### config.mk
export PLATFORM = sky130hd
export DESIGN_NAME = motor_limit_homing_sequencer
export DESIGN_NICKNAME = d
export VERILOG_FILES = /design/src/hdl/mlhs_pkg.sv /design/src/hdl/motor_limit_homing_sequencer.sv
export SDC_FILE = /design/constraint.sdc
export NUM_CORES = 1
export LEC_CHECK = 0
export ABC_CLOCK_PERIOD_IN_PS = 7600
export BUFFER_PORTS_ARGS = -buffer_cell sky130_fd_sc_hd__buf_2
export CAP_MARGIN = 40
export CORE_ASPECT_RATIO = 2
export CORE_MARGIN = 2
export CORE_UTILIZATION = 30
export DETAILED_ROUTE_END_ITERATION = 12
export SLEW_MARGIN = 20
export SYNTH_ARGS = -nofsm -noshare
export SYNTH_HDL_FRONTEND = slang
export SYNTH_SLANG_ARGS = --single-unit
### constraint.sdc
create_clock -name clk -period 7.6 [get_ports clk]
set_input_delay 1.52 -clock clk [delete_from_list [all_inputs] [get_ports clk]]
set_output_delay 1.52 -clock clk [all_outputs]
set_load 0.03 [all_outputs]
### src/hdl/mlhs_pkg.sv
package mlhs_pkg;

	localparam int unsigned COUNT_BITS_DEF = 16;
	localparam int unsigned CFG_W          = 16;
	localparam int unsigned CFG_IDX_W      = 2;
	localparam int unsigned CMD_W          = 2;
	localparam int unsigned DRIVE_W        = 2;
	localparam int unsigned POS_W          = 2;
	localparam int unsigned EVENT_W        = 3;

	localparam logic [CFG_IDX_W-1:0] CFG_TIMEOUT  = 2'd0;
	localparam logic [CFG_IDX_W-1:0] CFG_SETTLE   = 2'd1;
	localparam logic [CFG_IDX_W-1:0] CFG_BACK_OFF = 2'd2;
	localparam logic [CFG_IDX_W-1:0] CFG_ROTATE   = 2'd3;

	localparam logic [CFG_W-1:0] TIMEOUT_RST  = 16'd3000;
	localparam logic [CFG_W-1:0] SETTLE_RST   = 16'd100;
	localparam logic [CFG_W-1:0] BACK_OFF_RST = 16'd200;
	localparam logic [CFG_W-1:0] ROTATE_RST   = 16'd500;

	localparam logic REQ_TICK    = 1'b0;
	localparam logic REQ_COMMAND = 1'b1;

	localparam logic DIR_CW  = 1'b0;
	localparam logic DIR_CCW = 1'b1;

	localparam logic [DRIVE_W-1:0] DRIVE_STOP = 2'd0;
	localparam logic [DRIVE_W-1:0] DRIVE_CW   = 2'd1;
	localparam logic [DRIVE_W-1:0] DRIVE_CCW  = 2'd2;

	localparam logic [POS_W-1:0] POS_UNKNOWN = 2'd0;
	localparam logic [POS_W-1:0] POS_CW      = 2'd1;
	localparam logic [POS_W-1:0] POS_CCW     = 2'd2;
	localparam logic [POS_W-1:0] POS_ERROR   = 2'd3;

	localparam logic [EVENT_W-1:0] EV_NONE    = 3'd0;
	localparam logic [EVENT_W-1:0] EV_THERE   = 3'd1;
	localparam logic [EVENT_W-1:0] EV_BUSY    = 3'd2;
	localparam logic [EVENT_W-1:0] EV_TIMEOUT = 3'd3;
	localparam logic [EVENT_W-1:0] EV_DONE    = 3'd4;

	function automatic logic [DRIVE_W-1:0] dir_drive(input logic dir);
		return (dir == DIR_CCW) ? DRIVE_CCW : DRIVE_CW;
	endfunction

	function automatic logic [POS_W-1:0] dir_pos(input logic dir);
		return (dir == DIR_CCW) ? POS_CCW : POS_CW;
	endfunction

endpackage

### src/hdl/motor_limit_homing_sequencer.sv
// Each transaction goes through the input register, then the result register.
// Throughput: one transaction per cycle, held back only by result_stall when both the
// input register and the result register are full.
// Reset (arst_n low, asynchronous): sequencer idle, drive stopped, position unknown,
// counter cleared, timing registers back at their defaults, both stages emptied.
module motor_limit_homing_sequencer #(
	parameter int unsigned COUNT_BITS = mlhs_pkg::COUNT_BITS_DEF
) (
	input  logic                             clk,
	input  logic                             arst_n,
	input  logic                             cfg_we,
	input  logic [mlhs_pkg::CFG_IDX_W-1:0]   cfg_index,
	input  logic [mlhs_pkg::CFG_W-1:0]       cfg_data,
	input  logic                             item_valid,
	output logic                             item_stall,
	input  logic                             req_type,
	input  logic [mlhs_pkg::CMD_W-1:0]       command,
	input  logic                             limit_hit,
	output logic                             result_valid,
	input  logic                             result_stall,
	output logic [mlhs_pkg::DRIVE_W-1:0]     motor_drive,
	output logic [mlhs_pkg::POS_W-1:0]       position,
	output logic                             busy_res,
	output logic [mlhs_pkg::EVENT_W-1:0]     event_res
);
	import mlhs_pkg::*;

	localparam int unsigned CMP_W = (COUNT_BITS > CFG_W) ? COUNT_BITS : CFG_W;
	localparam logic [COUNT_BITS-1:0] CNT_MAX = '1;

	typedef enum logic [2:0] {
		PH_IDLE,
		PH_SEEK,
		PH_SETTLE,
		PH_BACKOFF,
		PH_ROTATE
	} phase_t;

	logic [CFG_W-1:0] timeout_q, settle_q, back_off_q, rotate_q;

	logic               valid_s1;
	logic               req_type_s1;
	logic [CMD_W-1:0]   command_s1;
	logic               limit_hit_s1;

	phase_t                phase_q, phase_d;
	logic                  dir_q, dir_d;
	logic [COUNT_BITS-1:0] cnt_q, cnt_d;
	logic [POS_W-1:0]      home_q, home_d;
	logic [EVENT_W-1:0]    ev_d;
	logic [DRIVE_W-1:0]    drive_d;

	logic                  advance;
	logic                  s1_load;
	logic [COUNT_BITS-1:0] cnt_inc;
	logic [CMP_W-1:0]      cnt_inc_w;

	assign advance    = !(result_valid && result_stall);
	assign s1_load    = advance || !valid_s1;
	assign item_stall = !s1_load;
	assign cnt_inc    = (cnt_q == CNT_MAX) ? cnt_q : cnt_q + 1'b1;
	assign cnt_inc_w  = CMP_W'(cnt_inc);

	always_ff @(posedge clk or negedge arst_n) begin
		if (!arst_n) begin
			timeout_q  <= TIMEOUT_RST;
			settle_q   <= SETTLE_RST;
			back_off_q <= BACK_OFF_RST;
			rotate_q   <= ROTATE_RST;
		end else if (cfg_we) begin
			unique case (cfg_index)
				CFG_TIMEOUT:  timeout_q  <= cfg_data;
				CFG_SETTLE:   settle_q   <= cfg_data;
				CFG_BACK_OFF: back_off_q <= cfg_data;
				CFG_ROTATE:   rotate_q   <= cfg_data;
				default:      ;
			endcase
		end
	end

	always_ff @(posedge clk or negedge arst_n) begin
		if (!arst_n) begin
			valid_s1 <= 1'b0;
		end else if (s1_load) begin
			valid_s1 <= item_valid;
		end
	end

	always_ff @(posedge clk) begin
		if (s1_load && item_valid) begin
			req_type_s1  <= req_type;
			command_s1   <= command;
			limit_hit_s1 <= limit_hit;
		end
	end

	always_comb begin
		phase_d = phase_q;
		dir_d   = dir_q;
		cnt_d   = cnt_q;
		home_d  = home_q;
		ev_d    = EV_NONE;
		if (req_type_s1 == REQ_COMMAND) begin
			if (phase_q != PH_IDLE) begin
				ev_d = EV_BUSY;
			end else if (home_q == dir_pos(command_s1[0])) begin
				ev_d = EV_THERE;
			end else begin
				dir_d = command_s1[0];
				cnt_d = '0;
				if (!command_s1[1]) begin
					phase_d = PH_SEEK;
				end else if (rotate_q == '0) begin
					ev_d = EV_DONE;
				end else begin
					phase_d = PH_ROTATE;
				end
			end
		end else begin
			unique case (phase_q)
				PH_SEEK: begin
					cnt_d = cnt_inc;
					if (cnt_inc_w >= CMP_W'(timeout_q)) begin
						phase_d = PH_IDLE;
						home_d  = POS_ERROR;
						ev_d    = EV_TIMEOUT;
					end else if (limit_hit_s1) begin
						cnt_d = '0;
						if (settle_q != '0) begin
							phase_d = PH_SETTLE;
						end else if (back_off_q != '0) begin
							phase_d = PH_BACKOFF;
						end else begin
							phase_d = PH_IDLE;
							home_d  = dir_pos(dir_q);
							ev_d    = EV_DONE;
						end
					end
				end
				PH_SETTLE: begin
					cnt_d = cnt_inc;
					if (cnt_inc_w >= CMP_W'(settle_q)) begin
						cnt_d = '0;
						if (back_off_q != '0) begin
							phase_d = PH_BACKOFF;
						end else begin
							phase_d = PH_IDLE;
							home_d  = dir_pos(dir_q);
							ev_d    = EV_DONE;
						end
					end
				end
				PH_BACKOFF: begin
					cnt_d = cnt_inc;
					if (cnt_inc_w >= CMP_W'(back_off_q)) begin
						phase_d = PH_IDLE;
						home_d  = dir_pos(dir_q);
						ev_d    = EV_DONE;
					end
				end
				PH_ROTATE: begin
					cnt_d = cnt_inc;
					if (cnt_inc_w >= CMP_W'(rotate_q)) begin
						phase_d = PH_IDLE;
						ev_d    = EV_DONE;
					end
				end
				default: ;
			endcase
		end
		unique case (phase_d)
			PH_SEEK, PH_ROTATE: drive_d = dir_drive(dir_d);
			PH_BACKOFF:         drive_d = dir_drive(!dir_d);
			default:            drive_d = DRIVE_STOP;
		endcase
	end

	always_ff @(posedge clk or negedge arst_n) begin
		if (!arst_n) begin
			phase_q      <= PH_IDLE;
			dir_q        <= DIR_CW;
			cnt_q        <= '0;
			home_q       <= POS_UNKNOWN;
			result_valid <= 1'b0;
			motor_drive  <= DRIVE_STOP;
			position     <= POS_UNKNOWN;
			busy_res     <= 1'b0;
			event_res    <= EV_NONE;
		end else if (advance) begin
			result_valid <= valid_s1;
			if (valid_s1) begin
				phase_q     <= phase_d;
				dir_q       <= dir_d;
				cnt_q       <= cnt_d;
				home_q      <= home_d;
				motor_drive <= drive_d;
				position    <= home_d;
				busy_res    <= (phase_d != PH_IDLE);
				event_res   <= ev_d;
			end
		end
	end

endmodule
==> run metrics, run 1 <==
CP required ~7.9 ns; synthesized net count about 720; crit path from cnt_q[3]; RR Endpoint cnt_q[2]; LEAKAGE between 0.003 and 0.004 uW; synth cell count leaders dfrtp_1 (75), inv_1 (68), ha_1 (65); core box area a little over 20000 um2; CP Max Fanout 20; asr flop ratio synth 0.959; RSZ-0062 raised after global routing false; compound-cell area share of the yosys netlist 0.151; number of global-route vias before repair just under 5000; type of origin of the critical path flop; Cell Int Power about 1100 uW; pre-CTS setup slack approximately 2.9 ns; CTS root buf clkbuf_16; Die X roughly 110 um; worst-margin pin slew between 0.8 and 0.9 ns; via count approximately 4800; CP Capture Point cnt_q[2]; ant diodes 0; largest cells by area after synthesis dfrtp_1 (30%), ha_1 (13%), mux2_2 (9.1%); final-stage net count roughly 750; register area share after synthesis 0.405; CTS tree yes; Seq cells post-synth 98; top-area cell type share of the netlist area 0.305; I/O pins 37; post-synth top area cell dfrtp_1; XOR/XNOR Fraction of Synth Area 0.0171; most common cell in the synthesized netlist dfrtp_1; crit path time final around 4.8 ns; Worst setup EP type flop; CTS resizes 0; Ys Warns 0; ys flop type dfrtp_1; Worst-Skew Late Latency ~0.37 ns; antenna violation net count after detailed routing 0; TritonCTS Buffers 9; TNS Setup 0 ns; largest net degree at the start of global routing 49; post-synthesis cell count roughly 630; CP Data Arrival Time between 5 and 6 ns; wire per inst roughly 18 um; CTS Buffer Depth 2; number of synthesized flops with an enable pin 4; drt pass-1 iters 4; depth of the CTS H-tree 3; GRT Total Usage 0.159; number of clock sinks 98; hold_buf cts 0; Starting Density 0.304; Setup WS post-layout around 2.8 ns; Worst Reg2Reg Path Length in Cells 18; hold crit path type reg -> reg; max-cap violation count 0; Reg power frac 0.430; DR iter-0 viols between 200 and 300; Post-DP HPWL between 10000 and 15000 um; clock group share of total power 0.250; Sw Share 0.372; DRC 0; pwr dens ~250 nW/um2; first-pass GRT wire length ~26000 um; flop2flop setup slack 2.83 ns; Max VDD drop 0.107 mV; Relative slew margins 0.449; multiplexer area fraction after synthesis 0.0931; Die Y between 200 and 250 um; port bufs 36; RR Startpoint cnt_q[3]; post-synthesis adder-cell area fraction 0.132; status complete, no violations; combinational group share of total power 0.320; hold slack 0.487 ns; DRT Wirelength 16400 um; clock-pin transition on the worst setup and hold timing paths ~0.070 ns; clock skew 0.00466 ns; crit path kind reg -> reg; f_max about 210 MHz; post-CTS setup repair buffer count 0; Synth Cell Area a little over 6000 um2; area growth from synthesis to layout 12.4%; Psw between 600 and 700 uW; Row Count between 70 and 80; Synth Area in Simple Gates 0.145; combinational family with the most area after synthesis compound AO/OA/AOI/OAI gates; Placer Congestion between 0.8 and 0.9; Final setup viols 0; Fin. Hold Viols 0; DR vias/cell about 5; die area about 22000 um2; mean area per synthesized cell approximately 10 um2; unique cell type count in the Yosys netlist 61; Tcrit/Tclk final 0.628; Slew Limit Fails 0; global route total overflow 0; initial antenna violation count 0; layout cell share with drive strength beyond 1 0.203
[through the flow]
| stage | instances | utilization | area (um2) | power (uW) |
|---|---|---|---|---|
| 2_1_floorplan | 625 | - | 6160 | 1100 |
| 3_5_place_dp | 916 | 0.328 | 6650 | 1280 |
| 3_3_place_gp | 913 | 0.326 | 6610 | 1280 |
| 4_1_cts | 932 | 0.341 | 6920 | 1720 |
| 5_1_grt | 932 | 0.341 | 6920 | 1810 |
| 6_report | 932 | 0.341 | 6920 | 1700 |
[worst min path at each step]
| stage | start | endpoint | slack, ns | depth (start not counted) |
|---|---|---|---|---|
| after CTS | event_res[1] | event_res[1] | 0.50 | 2 |
| after floorplan | valid_s1 | result_valid | 0.47 | 1 |
| after global placement | event_res[0] | event_res[0] | 0.48 | 2 |
| after global routing | event_res[1] | event_res[1] | 0.53 | 2 |
| after detailed placement | event_res[1] | event_res[1] | 0.48 | 2 |
| final | event_res[1] | event_res[1] | 0.49 | 2 |
[final cells by class]
cell class                      count  area (um2)
Clock buffer                        9         225
Inverter                           68         255
Clock inverter                      7        45.0
Fill cell                        2065       13400
Multi-Input combinational cell    441        3320
Timing Repair Buffer               43         246
Sequential cell                    98        2500
Tap cell                          266         333
[metal layers]
layer  share of wire  GRT usage  vias to the layer above  wire length, um
met3           0.025     0.0251                       31              415
met2            0.59      0.320                       92             9580
met5               0          0                        -                0
li1                -          -                     2332                -
met4           0.044     0.0900                        0              726
met1            0.34      0.148                     2322             5650
[critical path, stage by stage (launching register included)]
cell	delay (ns)
dfrtp_1	0.47
and4_1	0.29
and3_4	0.21
and4_4	0.19
nand4_4	0.13
and4_4	0.32
nand3_1	0.14
xnor2_1	0.49
ha_1	0.35
a21oi_1	0.17
o21ai_0	0.09
a21oi_1	0.36
o22ai_1	0.22
or2_1	0.31
o2111ai_1	0.22
buf_4	0.27
inv_1	0.19
a21oi_1	0.18
nor2_1	0.06
[cells by family after synthesis]
| group | Yosys count |
|---|---|
| AO/OA/AOI/OAI | 144 |
| adder cells (fa/ha/maj) | 65 |
| flip-flops | 98 |
| AND/OR/NAND/NOR | 169 |
| multiplexers | 51 |
| XOR/XNOR | 12 |
| buffers and inverters | 86 |
[cells in the final DEF (no fill, tap or decap), types with 6 or more instances in the layout]
cell       synthesis  layout
a211oi_1           9       9
a21oi_1           28      28
and3_1             6       6
buf_2              5      35
clkbuf_16          0       9
dfrtp_1           75      75
dfstp_2           19      19
ha_1              65      65
inv_1             68      68
mux2_2            50      50
nand2_1           47      47
nand3_1           17      17
nand4_1           13      13
nor2_1            28      28
nor2b_1           11      11
nor3_1             8       8
nor4_1            12      12
o211ai_1           9       9
o21ai_0           43      43
o31ai_1            9       9
xnor2_1           10      10
[flip-flops by register name, summed over array words and instances (netlist names)]
register and count:
req_type_s1 1, timeout_q 16, command_s1 2, back_off_q 16
settle_q 16, event_res 3, dir_q 1, phase_q 3
cnt_q 16, valid_s1 1, busy_res 1, motor_drive 2
rotate_q 16, result_valid 1, limit_hit_s1 1, home_q 2
[power groups by stage]
| stage | Sequential (uW) | Combinational [uW] | Clock, uW |
|---|---|---|---|
| 3_3_place_gp | 739 | 536 | 0 |
| 5_1_grt | 745 | 615 | 454 |
| 6_report | 732 | 544 | 425 |
| 3_5_place_dp | 740 | 544 | 0 |
| 4_1_cts | 731 | 548 | 439 |
| 2_1_floorplan | 716 | 385 | 0 |
(Power assumes the default switching activity.)
==> run 2: changes to the inputs <==
--- a/config.mk
+++ b/config.mk
@@ -5,7 +5,7 @@
 export SDC_FILE = /design/constraint.sdc
 export NUM_CORES = 1
 export LEC_CHECK = 0
-export ABC_CLOCK_PERIOD_IN_PS = 7600
+export ABC_CLOCK_PERIOD_IN_PS = 4450
 export BUFFER_PORTS_ARGS = -buffer_cell sky130_fd_sc_hd__buf_2
 export CAP_MARGIN = 40
 export CORE_ASPECT_RATIO = 2
==> constraint.sdc (replaced) <==
create_clock -name clk -period 4.45 [get_ports clk]
set_input_delay 0.89 -clock clk [delete_from_list [all_inputs] [get_ports clk]]
set_output_delay 0.89 -clock clk [all_outputs]
set_load 0.03 [all_outputs]
==> run metrics, run 2 (synthesis results as in run 1) <==
status complete, no violations (unchanged); flop2flop setup slack 0.24 ns (was 2.83 ns); number of clock sinks 98 (unchanged); ant diodes 0 (unchanged); clock skew 0.0105 ns (was 0.00466 ns); Tcrit/Tclk final 0.947 (was 0.628); Worst setup EP type flop (unchanged); TNS Setup 0 ns (unchanged); LEAKAGE 0.00335 uW (was 0.00320 uW); CP Capture Point event_res[2] (was cnt_q[2]); CTS root buf clkbuf_16 (unchanged); worst path cell trace and4_2 > and3_4 > and4_4 > nand4_4 > and4_4 > nand4_1 > xnor2_1 > buf_4 > ha_1 > nand4_1 > nor2_2 > nand4_1 > a211oi_1 > buf_4 > o211ai_1 > buf_4 > o31a_1 > o211a_1 > o221ai_1 > o21a_1 (was and4_1 > and3_4 > and4_4 > nand4_4 > and4_4 > nand3_1 > xnor2_1 > ha_1 > a21oi_1 > o21ai_0 > a21oi_1 > o22ai_1 > or2_1 > o2111ai_1 > buf_4 > inv_1 > a21oi_1 > nor2_1); Fin. Hold Viols 0 (unchanged); RR Endpoint event_res[2] (was cnt_q[2]); DRT Wirelength 17400 um (was 16400 um); Worst-Skew Late Latency 0.37 ns (about the same); Post-DP HPWL 13900 um (was 13200 um); port bufs 36 (unchanged); crit path kind reg -> reg (unchanged); DRC 0 (unchanged); via count 4934 (was 4777); TritonCTS Buffers 9 (unchanged); type of origin of the critical path flop (unchanged); Die X 105 um (unchanged); layout cell share with drive strength beyond 1 0.247 (was 0.203); Layout Cells excl Fill 951 (was 932); die area 21800 um2 (unchanged); DR iter-0 viols 185 (was 289); RR Startpoint cnt_q[5] (was cnt_q[3]); GRT Total Usage 0.164 (was 0.159); global route total overflow 0 (unchanged); Worst path depth 20 (was 18); DR vias/cell 5.19 (was 5.13); max-cap violation count 0 (unchanged); commonest non-fill, non-tap cells in the layout dfrtp_1 (73), inv_1 (68), ha_1 (65) (was dfrtp_1 (75), inv_1 (68), ha_1 (65)); depth of the CTS H-tree 3 (unchanged); first-pass GRT wire length 26900 um (was 26300 um); largest net degree at the start of global routing 54 (was 49); Starting Density 0.304 (unchanged); Buf/Inv on CP 3 (was 2); f_max 237 MHz (was 210 MHz); number of global-route vias before repair 5129 (was 4875); post-CTS setup repair buffer count 0 (unchanged); crit path from cnt_q[5] (was cnt_q[3]); largest stage delay on the critical path 0.45 ns (was 0.49 ns); clock-pin transition on the worst setup and hold timing paths 0.07 ns (about the same); Worst Reg2Reg Path Length in Cells 20 (was 18); Crit path max-delay family simple AND/OR/NAND/NOR gates (unchanged); antenna violation net count after detailed routing 0 (unchanged); drt pass-1 iters 4 (unchanged); Die Y 207 um (unchanged); hold crit path type in -> async (was reg -> reg); core box area 20300 um2 (unchanged); Max VDD drop 0.218 mV (was 0.107 mV); crit path time final 4.21 ns (was 4.77 ns); pwr dens 422 nW/um2 (was 246 nW/um2); most common cell after layout, fill and taps aside dfrtp_1 (unchanged); CTS tree yes (unchanged); Placer Congestion 0.902 (was 0.898); area growth from synthesis to layout 16.8% (was 12.4%); final-stage net count 772 (was 753); CTS Buffer Depth 2 (unchanged); total chip power 3030 uW (was 1700 uW); Row Count 74 (unchanged); Relative slew margins 0.481 (was 0.449); CP Max Fanout 9 (was 20); CP max stage cell dfrtp_2 (was xnor2_1); wire per inst 18.3 um (was 17.6 um); I/O pins 37 (unchanged); worst-margin pin slew 0.771 ns (was 0.816 ns); RSZ-0062 raised after global routing false (unchanged); CP Data Arrival Time 4.53 ns (was 5.03 ns); CP required 4.77 ns (was 7.86 ns); placed cell count 935 (was 916); initial antenna violation count 0 (unchanged); Final setup viols 0 (unchanged); hold slack 0.411 ns (was 0.487 ns); Slew Limit Fails 0 (unchanged)
-- run 2: cell types whose count changed in the layout (fill, tap and decap cells not counted), sizes merged --
| cell | change |
|---|---|
| clkinv | -3 |
| clkinvlp | +2 |
| inv | -1 |
| buf | +19 |
| clkbuf | +1 |
| bufinv | +1 |
-- run 2: worst min-delay path by stage --
stage,from,end,slack (ns)
floorplan,valid_s1,result_valid,0.47
global placement,event_res[1],event_res[1],0.47
detailed placement,event_res[1],event_res[1],0.46
CTS,arst_n,back_off_q[4],0.40
global route,arst_n,settle_q[4],0.43
finish,arst_n,cnt_q[8],0.41
-- run 2: power by group --
| group | internal (uW) | total (uW) | switching (uW) |
|---|---|---|---|
| sequential | 1080 | 1250 | 171 |
| combinational | 401 | 992 | 591 |
| clock | 435 | 793 | 358 |
-- run 2: cell type report --
type / count / area [um2]
Clock buffer: 10 / 229
Inverter: 68 / 255
Tap cell: 266 / 333
Multi-Input combinational cell: 441 / 3390
Fill cell: 2063 / 13100
Timing Repair Buffer: 62 / 422
Clock inverter: 6 / 67.6
Sequential cell: 98 / 2500
-- run 2: metrics by stage --
stage,utilization,instance area (um2),worst slack (ns)
after floorplan,-,6160,0.595
after global placement,0.333,6760,0.119
after detailed placement,0.336,6820,0.0447
after CTS,0.351,7120,0.0117
after global routing,0.355,7190,0.0226
final,0.355,7190,0.236
-- run 2: timing repair --
action / 4_1_cts / 5_1_grt
hold endpoints to repair: 0 / 0
endpoints found under the setup margin: 0 / 22
hold buffers: 0 / 0
gates resized for setup: 0 / 17
-- run 2: per-layer routing --
layer | share of wire | wire, um | vias up | track usage
met3 | 0.028 | 480 | 71 | 0.0254
met2 | 0.56 | 9660 | 116 | 0.324
met1 | 0.34 | 5820 | 2387 | 0.144
li1 | - | - | 2360 | -
met4 | 0.082 | 1420 | 0 | 0.125
met5 | 0 | 0 | - | 0
